File: config.mk
export PLATFORM = sky130hd
export DESIGN_NAME = sorted_list_queue_flat
export DESIGN_NICKNAME = d
export VERILOG_FILES = /design/src/sv/slq_pkg.sv /design/src/sv/slq_if.sv /design/src/sv/slq_cell.sv /design/src/sv/sorted_list_queue.sv /design/src/flat_wrapper.sv
export VERILOG_INCLUDE_DIRS = /design/src /design/src/sv
export SDC_FILE = /design/constraint.sdc
export NUM_CORES = 2
export LEC_CHECK = 0
export ABC_CLOCK_PERIOD_IN_PS = 8800
export BUFFER_PORTS_ARGS = -buffer_cell sky130_fd_sc_hd__clkbuf_2
export CORE_ASPECT_RATIO = 1.1
export CORE_UTILIZATION = 45
export DETAILED_ROUTE_END_ITERATION = 10
export SLEW_MARGIN = 25
export SYNTH_ARGS = -nofsm -noshare
export SYNTH_HDL_FRONTEND = slang
export SYNTH_SLANG_ARGS = --single-unit
File: constraint.sdc
create_clock -name i_clk -period 8.8 [get_ports i_clk]
set_clock_uncertainty 0.2 [all_clocks]
set_input_delay 1.32 -clock i_clk [delete_from_list [all_inputs] [get_ports i_clk]]
set_output_delay 1.32 -clock i_clk [all_outputs]
set_load 0.02 [all_outputs]
File: src/sv/sorted_list_queue_defines.svh
// assertion macros shared by the sorted list queue rtl
`ifndef SORTED_LIST_QUEUE_DEFINES_SVH
`define SORTED_LIST_QUEUE_DEFINES_SVH

// same-cycle implication, checked outside reset
`define SLQ_ASSERT_NOW(label, ante, cons, msg) \
    label: assert property (@(posedge i_clk) disable iff (!i_rst_n) (ante) |-> (cons)) \
        else $error(msg);

// next-cycle implication, checked outside reset
`define SLQ_ASSERT_NEXT(label, ante, cons, msg) \
    label: assert property (@(posedge i_clk) disable iff (!i_rst_n) (ante) |=> (cons)) \
        else $error(msg);

`endif

File: src/sv/slq_pkg.sv
// types and codes of the sorted list queue
package slq_pkg;

    localparam int unsigned VALUE_W = 32;
    localparam int unsigned COUNT_W = 5;

    typedef enum logic [1:0] {
        MODE_INSERT = 2'd0,
        MODE_DELETE = 2'd1,
        MODE_PEEK   = 2'd2,
        MODE_CLEAR  = 2'd3
    } t_mode;

    typedef enum logic [1:0] {
        ST_OK        = 2'd0,
        ST_FULL      = 2'd1,
        ST_NOT_FOUND = 2'd2,
        ST_EMPTY     = 2'd3
    } t_status;

    typedef enum logic [1:0] {
        CELL_HOLD  = 2'd0,
        CELL_INS   = 2'd1,
        CELL_DEL   = 2'd2,
        CELL_CLR   = 2'd3
    } t_cell_op;

    typedef logic signed [VALUE_W-1:0] t_value;

    // command broadcast to every cell of the chain
    typedef struct packed {
        t_cell_op op;
        t_value   value;
    } t_cell_cmd;

endpackage

File: src/sv/slq_if.sv
// valid/ready channel interfaces of the sorted list queue
interface slq_in_if import slq_pkg::*; ();
    logic   valid;
    logic   ready;
    t_mode  mode;
    t_value value;

    modport source (output valid, output mode, output value, input ready);
    modport sink   (input valid, input mode, input value, output ready);
endinterface

interface slq_out_if import slq_pkg::*; ();
    logic                  valid;
    logic                  ready;
    t_status               status;
    t_value                smallest;
    logic [COUNT_W-1:0]    count;

    modport source (output valid, output status, output smallest, output count, input ready);
    modport sink   (input valid, input status, input smallest, input count, output ready);
endinterface

File: src/sv/slq_cell.sv
// one storage cell of the sorted chain
module slq_cell import slq_pkg::*; (
    input  logic      i_clk,
    input  logic      i_rst_n,
    input  t_cell_cmd i_cmd,
    input  t_value    i_left_entry,
    input  logic      i_left_valid,
    input  logic      i_left_ge,
    input  t_value    i_right_entry,
    input  logic      i_right_valid,
    output t_value    o_entry,
    output logic      o_valid,
    output logic      o_ge,
    output logic      o_first_eq
);

    logic   r_valid;
    logic   n_valid;
    t_value r_entry;
    t_value n_entry;

    // empty cells count as greater or equal so the boundary stays monotone
    assign o_ge       = !r_valid || (r_entry >= i_cmd.value);
    assign o_first_eq = r_valid && (r_entry == i_cmd.value) && !i_left_ge;
    assign o_entry    = r_entry;
    assign o_valid    = r_valid;

    always_comb begin
        n_valid = r_valid;
        n_entry = r_entry;
        case (i_cmd.op)
            CELL_INS: begin
                if (o_ge) begin
                    if (i_left_ge) begin
                        n_valid = i_left_valid;
                        n_entry = i_left_entry;
                    end else begin
                        n_valid = 1'b1;
                        n_entry = i_cmd.value;
                    end
                end
            end
            CELL_DEL: begin
                if (o_ge) begin
                    n_valid = i_right_valid;
                    n_entry = i_right_entry;
                end
            end
            CELL_CLR: begin
                n_valid = 1'b0;
            end
            default: begin
            end
        endcase
    end

    always_ff @(posedge i_clk) begin
        if (!i_rst_n) begin
            r_valid <= 1'b0;
        end else begin
            r_valid <= n_valid;
        end
    end

    always_ff @(posedge i_clk) begin
        r_entry <= n_entry;
    end

endmodule

File: src/sv/sorted_list_queue.sv
// sorted list priority queue: one transfer per cycle over a chain of cells
// latency: a result is shown the cycle after its input transfer
// throughput: one operation per cycle while results are taken, set by the update of the cell chain
// a new input transfer is taken while the previous result is taken in the same cycle
// reset (synchronous, active low) empties the store and drops any pending result
`include "sorted_list_queue_defines.svh"

module sorted_list_queue import slq_pkg::*; #(
    parameter int unsigned CAPACITY = 16
) (
    input  logic       i_clk,
    input  logic       i_rst_n,
    slq_in_if.sink     i_in,
    slq_out_if.source  o_out
);

    localparam int unsigned CNT_W = $clog2(CAPACITY + 1);

    // chain wiring, one entry per cell
    t_value            w_entry    [CAPACITY];
    logic [CAPACITY-1:0] w_valid;
    logic [CAPACITY-1:0] w_ge;
    logic [CAPACITY-1:0] w_first_eq;

    t_cell_cmd         w_cmd;
    logic              w_accept;
    logic              w_full;
    logic              w_found;

    logic              r_out_valid;
    t_status           r_status;
    t_status           n_status;
    logic [CNT_W-1:0]  r_count;
    logic [CNT_W-1:0]  n_count;
    logic [CNT_W+COUNT_W-1:0] w_count_ext;

    // a pending result is held until taken; a new transfer may enter as it leaves
    assign i_in.ready = !r_out_valid || o_out.ready;
    assign w_accept   = i_in.valid && i_in.ready;

    assign w_full  = (r_count == CNT_W'(CAPACITY));
    // entries are sorted, so only the first cell at or above the value can match
    assign w_found = |w_first_eq;

    // command broadcast to every cell
    always_comb begin
        w_cmd.value = i_in.value;
        w_cmd.op    = CELL_HOLD;
        if (w_accept) begin
            case (i_in.mode)
                MODE_INSERT: w_cmd.op = w_full  ? CELL_HOLD : CELL_INS;
                MODE_DELETE: w_cmd.op = w_found ? CELL_DEL  : CELL_HOLD;
                MODE_CLEAR:  w_cmd.op = CELL_CLR;
                default:     w_cmd.op = CELL_HOLD;
            endcase
        end
    end

    // status and count that go with the transfer
    always_comb begin
        n_status = ST_OK;
        n_count  = r_count;
        case (i_in.mode)
            MODE_INSERT: begin
                if (w_full) begin
                    n_status = ST_FULL;
                end else begin
                    n_count = r_count + CNT_W'(1);
                end
            end
            MODE_DELETE: begin
                if (w_found) begin
                    n_count = r_count - CNT_W'(1);
                end else begin
                    n_status = ST_NOT_FOUND;
                end
            end
            MODE_PEEK: begin
                if (r_count == '0) begin
                    n_status = ST_EMPTY;
                end
            end
            MODE_CLEAR: begin
                n_count = '0;
            end
            default: begin
            end
        endcase
    end

    // the cell chain; each cell sees its left and right neighbor
    for (genvar g = 0; g < CAPACITY; g++) begin : g_cell
        t_value w_left_entry;
        logic   w_left_valid;
        logic   w_left_ge;
        t_value w_right_entry;
        logic   w_right_valid;

        if (g == 0) begin : g_head
            assign w_left_entry = '0;
            assign w_left_valid = 1'b0;
            assign w_left_ge    = 1'b0;
        end else begin : g_body
            assign w_left_entry = w_entry[g-1];
            assign w_left_valid = w_valid[g-1];
            assign w_left_ge    = w_ge[g-1];
        end

        if (g == CAPACITY - 1) begin : g_tail
            assign w_right_entry = '0;
            assign w_right_valid = 1'b0;
        end else begin : g_inner
            assign w_right_entry = w_entry[g+1];
            assign w_right_valid = w_valid[g+1];
        end

        slq_cell u_cell (
            .i_clk         (i_clk),
            .i_rst_n       (i_rst_n),
            .i_cmd         (w_cmd),
            .i_left_entry  (w_left_entry),
            .i_left_valid  (w_left_valid),
            .i_left_ge     (w_left_ge),
            .i_right_entry (w_right_entry),
            .i_right_valid (w_right_valid),
            .o_entry       (w_entry[g]),
            .o_valid       (w_valid[g]),
            .o_ge          (w_ge[g]),
            .o_first_eq    (w_first_eq[g])
        );
    end

    always_ff @(posedge i_clk) begin
        if (!i_rst_n) begin
            r_out_valid <= 1'b0;
            r_count     <= '0;
        end else begin
            if (w_accept) begin
                r_out_valid <= 1'b1;
                r_count     <= n_count;
            end else if (o_out.ready) begin
                r_out_valid <= 1'b0;
            end
        end
    end

    always_ff @(posedge i_clk) begin
        if (w_accept) begin
            r_status <= n_status;
        end
    end

    // smallest read straight from the chain, count from its register: both only move on a transfer,
    // and a transfer is only taken when no result is pending or the pending result leaves
    assign w_count_ext    = {{COUNT_W{1'b0}}, r_count};
    assign o_out.valid    = r_out_valid;
    assign o_out.status   = r_status;
    assign o_out.smallest = w_valid[0] ? w_entry[0] : '0;
    assign o_out.count    = w_count_ext[COUNT_W-1:0];

    // occupied cells and the entry count agree
    `SLQ_ASSERT_NOW(a_count_matches_cells, 1'b1,
        $countones(w_valid) == r_count, "cell occupancy differs from entry count")
    // the head cell is occupied whenever the store is not empty
    `SLQ_ASSERT_NOW(a_head_valid, r_count != '0, w_valid[0], "head cell empty while count nonzero")
    // clear empties the store
    `SLQ_ASSERT_NEXT(a_clear_empties, w_accept && (i_in.mode == MODE_CLEAR),
        r_count == '0, "store not empty after clear")
    // insert into a full store leaves the count alone
    `SLQ_ASSERT_NEXT(a_full_holds, w_accept && (i_in.mode == MODE_INSERT) && w_full,
        $stable(r_count), "count changed on insert into full store")

endmodule
File: src/flat_wrapper.sv
// flat-port wrapper written by rule: the top's interface ports become plain ports
module sorted_list_queue_flat import slq_pkg::*;
#(
    parameter int unsigned CAPACITY = 16
)
  (i_clk, i_rst_n, i_in_valid, i_in_mode, i_in_value, i_in_ready, o_out_valid, o_out_status, o_out_smallest, o_out_count, o_out_ready);
  slq_in_if i_in_i ();
  slq_out_if o_out_i ();
  input  logic i_clk;
  input  logic i_rst_n;
  input wire logic [$bits(i_in_i.valid)-1:0] i_in_valid;
  input wire logic [$bits(i_in_i.mode)-1:0] i_in_mode;
  input wire logic [$bits(i_in_i.value)-1:0] i_in_value;
  output wire logic [$bits(i_in_i.ready)-1:0] i_in_ready;
  output wire logic [$bits(o_out_i.valid)-1:0] o_out_valid;
  output wire logic [$bits(o_out_i.status)-1:0] o_out_status;
  output wire logic [$bits(o_out_i.smallest)-1:0] o_out_smallest;
  output wire logic [$bits(o_out_i.count)-1:0] o_out_count;
  input wire logic [$bits(o_out_i.ready)-1:0] o_out_ready;
  assign i_in_i.valid = i_in_valid;
  assign i_in_i.mode = i_in_mode;
  assign i_in_i.value = i_in_value;
  assign i_in_ready = i_in_i.ready;
  assign o_out_valid = o_out_i.valid;
  assign o_out_status = o_out_i.status;
  assign o_out_smallest = o_out_i.smallest;
  assign o_out_count = o_out_i.count;
  assign o_out_i.ready = o_out_ready;
  sorted_list_queue #(.CAPACITY(CAPACITY)) u_core (.i_clk(i_clk), .i_rst_n(i_rst_n), .i_in(i_in_i), .o_out(o_out_i));
endmodule
After elaboration in Yosys (flattened, before gate mapping)
Cells that the tools add are included.
Widths: inputs -> output; s select.
- register bits: 536
- input bits: 38
- output and inout bits: 41
- word-level logic and storage cells: 371
- add/subtract/negate cells: 2
- $lt $le $gt $ge: 16
- equality and inequality tests: 57
- multiplexer cells: 140
- reductions and logical operators: 121
- operators with widths (operator ; number):
    $mux 32 ; 48
    $pmux 32 s2 ; 16
    $eq 32x32->1 ; 16
    $ge 32x32->1 ; 16
    $reduce_and 3->1 ; 32
    $ne 2x2->1 const B ; 33
    $mux 1 ; 51
    $pmux 1 s3 ; 16
    $logic_and 1x1->1 ; 32
    $logic_not 1->1 ; 32
    $logic_or 1x1->1 ; 17
    $reduce_or 16->1 ; 1
    $pmux 5 s3 ; 1
    $pmux 2 s3 ; 2
    $mux 5 ; 2
    $eq 2x2->1 const B ; 4
    $mux 2 ; 4
    $reduce_bool 3->1 ; 2
    $add 5x1->5 const B ; 1
    $eq 5x5->1 const B ; 1
    $logic_not 5->1 ; 1
    $sub 5x1->5 const B ; 1
    $eq 2x1->1 const B ; 2
    $reduce_and 4->1 ; 1
    3 further kinds ; 4

Depth between registers and ports, before layout
- depth after elaboration: 11
- depth in mapped cells: 25
- mapped depth without buffers: 19

Cells and area by module
Synthesis repeated with hierarchy kept, for this count alone.
- cells, all modules: 4402
- area, all modules: 41205.8 µm²
- modules (own cells, without submodules) (module ; instances ; cells each ; area each (µm²) ; seq. area each (µm²)):
    slq_cell ; 16 ; 268 ; 2519.9 ; 980.9
    sorted_list_queue ; 1 ; 114 ; 887.1 ; 180.2

Least setup slack after synthesis
Ideal clock, no wire load.
- kind: input to register
- start: input port i_in_value[14]
- end: register u_core.g_cell[6].u_cell.r_entry[0], enable pin
- library setup time: 0.425 ns
- data arrival time: 7.334 ns
- required time: 8.175 ns
- slack: 0.842 ns
- cell stages on the path: 23
- path buffers: 5
- cells stage by stage: inv_1 -> clkbuf_1 -> ha_1 -> a21oi_1 -> nand2_1 -> a22o_1 -> o41a_1 -> nor4_1 -> xor2_1 -> o22ai_1 -> a221oi_1 -> nand3_1 -> or4_1 -> buf_6 -> nand3_1 -> inv_1 -> ha_1 -> clkbuf_1 -> clkbuf_1 -> nor2_1 -> clkbuf_1 -> nor2_1 -> nor2b_1
- cells in the longest elaborated chain, start to end: 11
- elaborated cells on any way between the ends: 102
- classes of those cells: 15 x order compare; 20 x eq/ne; 3 x mux; 64 x reduce/logical
- ends and longest elaborated chain (element ; RTL line ; source):
    start: declaration ; flat_wrapper.sv:13 ; input wire logic [$bits(i_in_i.value)-1:0] i_in_value;
    $ge 32x32->1 ; slq_cell.sv:23 ; assign o_ge = !r_valid || (r_entry >= i_cmd.value);
    $logic_or 1x1->1 ; slq_cell.sv:23 ;
    $logic_not 1->1 ; slq_cell.sv:24 ; assign o_first_eq = r_valid && (r_entry == i_cmd.value) && !i_left_ge;
    $logic_and 1x1->1 ; slq_cell.sv:24 ;
    $reduce_or 16->1 ; sorted_list_queue.sv:43 ; assign w_found = |w_first_eq;
    $mux 2 ; sorted_list_queue.sv:52 ; MODE_DELETE: w_cmd.op = w_found ? CELL_DEL : CELL_HOLD;
    $pmux 2 s3 ; sorted_list_queue.sv:50 ; case (i_in.mode)
    $mux 2 ; sorted_list_queue.sv:49 ; if (w_accept) begin
    $eq 2x1->1 or $eq 2x2->1 (tied branches) ; slq_cell.sv:31 ; case (i_cmd.op)
    $ne 2x2->1 (no source line) or $reduce_bool 2->1 (tied branches) ; n/a ;
    $reduce_and 3->1 (no source line) * ; n/a ;
    end signal: assignment ; slq_cell.sv:66 ; r_entry <= n_entry;
    end: declaration ; slq_cell.sv:19 ; t_value r_entry;
Every way passes the cells marked *; elsewhere a longest branch is shown, timed or not.
A chain may end at the register's enable or synchronous reset.

Final worst setup path
- start: input port i_in_value[27]
- end: register u_core.g_cell[1].u_cell.r_valid
- cells in the longest elaborated chain, start to end: 11
- elaborated cells on any way between the ends: 106
- classes of those cells: 15 x order compare; 21 x eq/ne; 6 x mux; 64 x reduce/logical
- ends and longest elaborated chain (element ; RTL line ; source):
    $ge 32x32->1 ; slq_cell.sv:23 ;
    $logic_or 1x1->1 ; slq_cell.sv:23 ;
    $logic_not 1->1 ; slq_cell.sv:24 ;
    $logic_and 1x1->1 ; slq_cell.sv:24 ;
    $reduce_or 16->1 ; sorted_list_queue.sv:43 ;
    $mux 2 ; sorted_list_queue.sv:52 ;
    $pmux 2 s3 ; sorted_list_queue.sv:50 ;
    $mux 2 ; sorted_list_queue.sv:49 ;
    $eq 2x1->1 or $eq 2x2->1 (tied branches) ; slq_cell.sv:31 ;
    $ne 2x2->1 (no source line) or $reduce_bool 3->1 (tied branches) ; n/a ;
    $reduce_and 3->1 (no source line) ; n/a ;
    end signal: assignment ; slq_cell.sv:61 ; r_valid <= n_valid;
    end: declaration ; slq_cell.sv:17 ; logic r_valid;
Several ways; a longest one is shown, not always the timed one. The select of a mux whose other input is x is not followed.

==> run summary <==
Starting Density = 0.4571
leading post-synthesis cells by cell area = edfxtp_1 (40%), ha_1 (17%), o21ai_0 (7.3%), a21oi_1 (6.9%), nand2_1 (5.8%)
# port buffers = 78
num ports = 79
Slew HR = 0.2497
Antenna Cells = 0
Synthesis Warnings = 0
row count = 111
register-to-register setup slack = 2.29 ns
RSZ-0062 raised after global routing = false
Worst-Skew Late Latency = 0.62 ns
number of global-route vias before repair = 31255
Leakage = 16.20 nW
RR Startpoint = u_core.g_cell[2].u_cell.o_entry[25]
CP Launch Type = input port
Critical Path Sink Type = flip-flop
register area share after synthesis = 0.4147
Die H = 307.9 um
Hold Violations, Final = 0
FF+latch count, synth = 536
syn_nets = 4759
VDD IR max = 0.0001528 V
EDFF count, synth = 514
Final nets = 4766
Layout area overhead = 11.21%
Root Driver = clkbuf_16
unique cell type count in the Yosys netlist = 68
post-layout instance area = 42570 um^2
post-synth top area share = 0.4032
Post-CTS Hold Fix Bufs = 0
die footprint = 86250 um^2
cell count after synthesis = 4201
highest clock rate = 0.1321 GHz
outcome = completed
Top FF cell, synth = edfxtp_1
gpl congestion = 0.9486
final setup violating endpoints = 0
asr flop ratio synth = 0
Max FO, Critical Path = 191
Min-Delay Path Class = reg -> reg
maxcap violations = 0
pins over their slew limit = 0
via/cell ratio = 6.083
Post-CTS Setup Repair Bufs = 0
drt pass-1 iters = 6
remaining antenna violation count after routing = 0
critical path startpoint = i_in_value[27]
CP Data Required Time = 9.08 ns
Final min period = 7.568 ns
initial DRC count = 3438
post-cts sizing count = 0
Final Util = 0.5084
top cells by count, synth = nand2_1 (587), o21ai_0 (562), a21oi_1 (525), ha_1 (519), edfxtp_1 (514)
WS Path Type = in -> reg
Hold Startpoint = u_core.o_out.valid
actual slew at the worst max-slew pin = 1.111 ns
most frequent cell after synthesis = nand2_1
PwrDens = 190.8 nW/um^2
GRT overflow = 0
depth of the CTS H-tree = 3
CTS tree = done
Worst-path clk slew = 0.06 ns
Mapped Area = 38280 um^2
fin crit share = 0.8600
share of cells above drive strength 1 = 0.07698
first-pass GRT wire length = 198700 um
Post-Syn Area per Cell = 9.113 um^2
worst setup margin = 1.232 ns
pre-CTS setup slack = 0.8266 ns
biggest area consumer among synthesized cells = edfxtp_1
clk buf depth = 3
initial antenna violation count = 6
CP Data Arrival Time = 7.85 ns
DPL Wire Length = 99130 um
Total Routing Usage GR = 0.3067
Fin Setup TNS = 0 ns
DRC errors left = 0
wire length per cell = 24.94 um
dpl cell area = 40300 um^2
Die Wd = 280.1 um
DRT Wirelength = 134400 um
number of buffers created by CTS = 68
core area = 83750 um^2
Clock Sinks = 536
Vias = 32795
pin count of the biggest net entering global routing = 244
[kinds of logic (layout without fill, tap and decap cells)]
kind of cell	count (synthesis)	after routing	share of synthesized area
AOI/OAI and AO/OA	1268	1268	0.1801
xor gates and xnor gates	15	15	0.003432
adders and majority gates	520	520	0.1701
buffers and inverters	316	376	0.03124
DFF	536	536	0.4147
muxes	145	145	0.03807
and+or+nand+nor	1401	1401	0.1623
[worst max-delay path, stage by stage]
cell,delay (ns)
clkbuf_2,0.14
inv_1,0.42
buf_4,0.35
ha_1,0.30
a21oi_1,0.14
o21ai_0,0.14
a2111oi_0,0.66
o31ai_1,0.37
a211oi_1,0.67
xnor2_1,0.22
nand3_2,0.14
o221a_2,0.28
nand3_1,0.06
or4_1,0.13
nand3_1,0.14
inv_1,0.18
ha_4,0.15
buf_4,0.44
buf_12,0.49
buf_16,0.50
nor3b_1,0.10
a2111oi_0,0.39
nor2_1,0.09
[report_power, final]
part	leakage [nW]	internal (mW)	switching, mW
registers	5.03	3.19	0.323
logic	10.1	0.628	1.09
clock network	1.09	1.72	1.18
total	16.2	5.54	2.59
[layout by cell type, fill, tap and decap left out, types with 13 or more instances in the layout]
cell / instances
nor2b_1: 26
nor2_1: 440
clkbuf_2: 78
nand2_1: 587
nand3_1: 64
clkinv_1: 14
nand4_1: 97
a21oi_1: 525
clkbuf_16: 73
o21ai_0: 562
dfxtp_1: 21
o211ai_1: 13
nor4_1: 17
buf_12: 14
clkbuf_1: 14
a21o_1: 53
edfxtp_1: 514
and2_1: 37
a211oi_1: 28
nor3b_1: 15
buf_4: 94
nor3_1: 28
and4_1: 23
mux2i_1: 140
inv_1: 64
ha_1: 518
[registers in the layout (all words and copies together), names as in the netlist]
signal	flops
u_core.g_cell.u_cell.o_valid	16
u_core.o_out.status	2
u_core.o_out.valid	1
u_core.g_cell.u_cell.o_entry	512
u_core.o_out.count	5
[per-stage QoR]
| step | cells | hold slack (ns) | power, mW |
|---|---|---|---|
| 2_1_floorplan | 4201 | 0.3168 | 4.538 |
| 3_3_place_gp | 5266 | 0.3228 | 5.197 |
| 6_report | 5391 | 0.3416 | 8.124 |
| 5_1_grt | 5391 | 0.3855 | 8.463 |
| 4_1_cts | 5390 | 0.3503 | 8.124 |
| 3_5_place_dp | 5267 | 0.3405 | 5.238 |
[area by class of cell]
type | instances | area, um^2
Sequential cell | 536 | 15880
Fill cell | 7867 | 41170
Inverter | 65 | 244.0
Timing Repair Buffer | 188 | 1431
Clock inverter | 35 | 341.6
Tap cell | 1130 | 1414
Clock buffer | 88 | 1893
Multi-Input combinational cell | 3349 | 21370
[per-layer routing]
layer / wire (um) / share of wire / GRT usage
met2: 64690 / 0.48 / 0.5212
met4: 5676 / 0.042 / 0.1286
met5: 75 / 0.00056 / 0
met3: 9035 / 0.067 / 0.04969
met1: 54950 / 0.41 / 0.3849
[final timing paths]
path,endpoint,depth (start not counted)
max,u_core.g_cell[1].u_cell.o_valid,23
min,u_core.o_out.valid,2
max reg2reg,u_core.g_cell[1].u_cell.o_valid,20
min reg2reg,u_core.o_out.valid,2
Note: power is estimated with default switching activity, not from simulation.
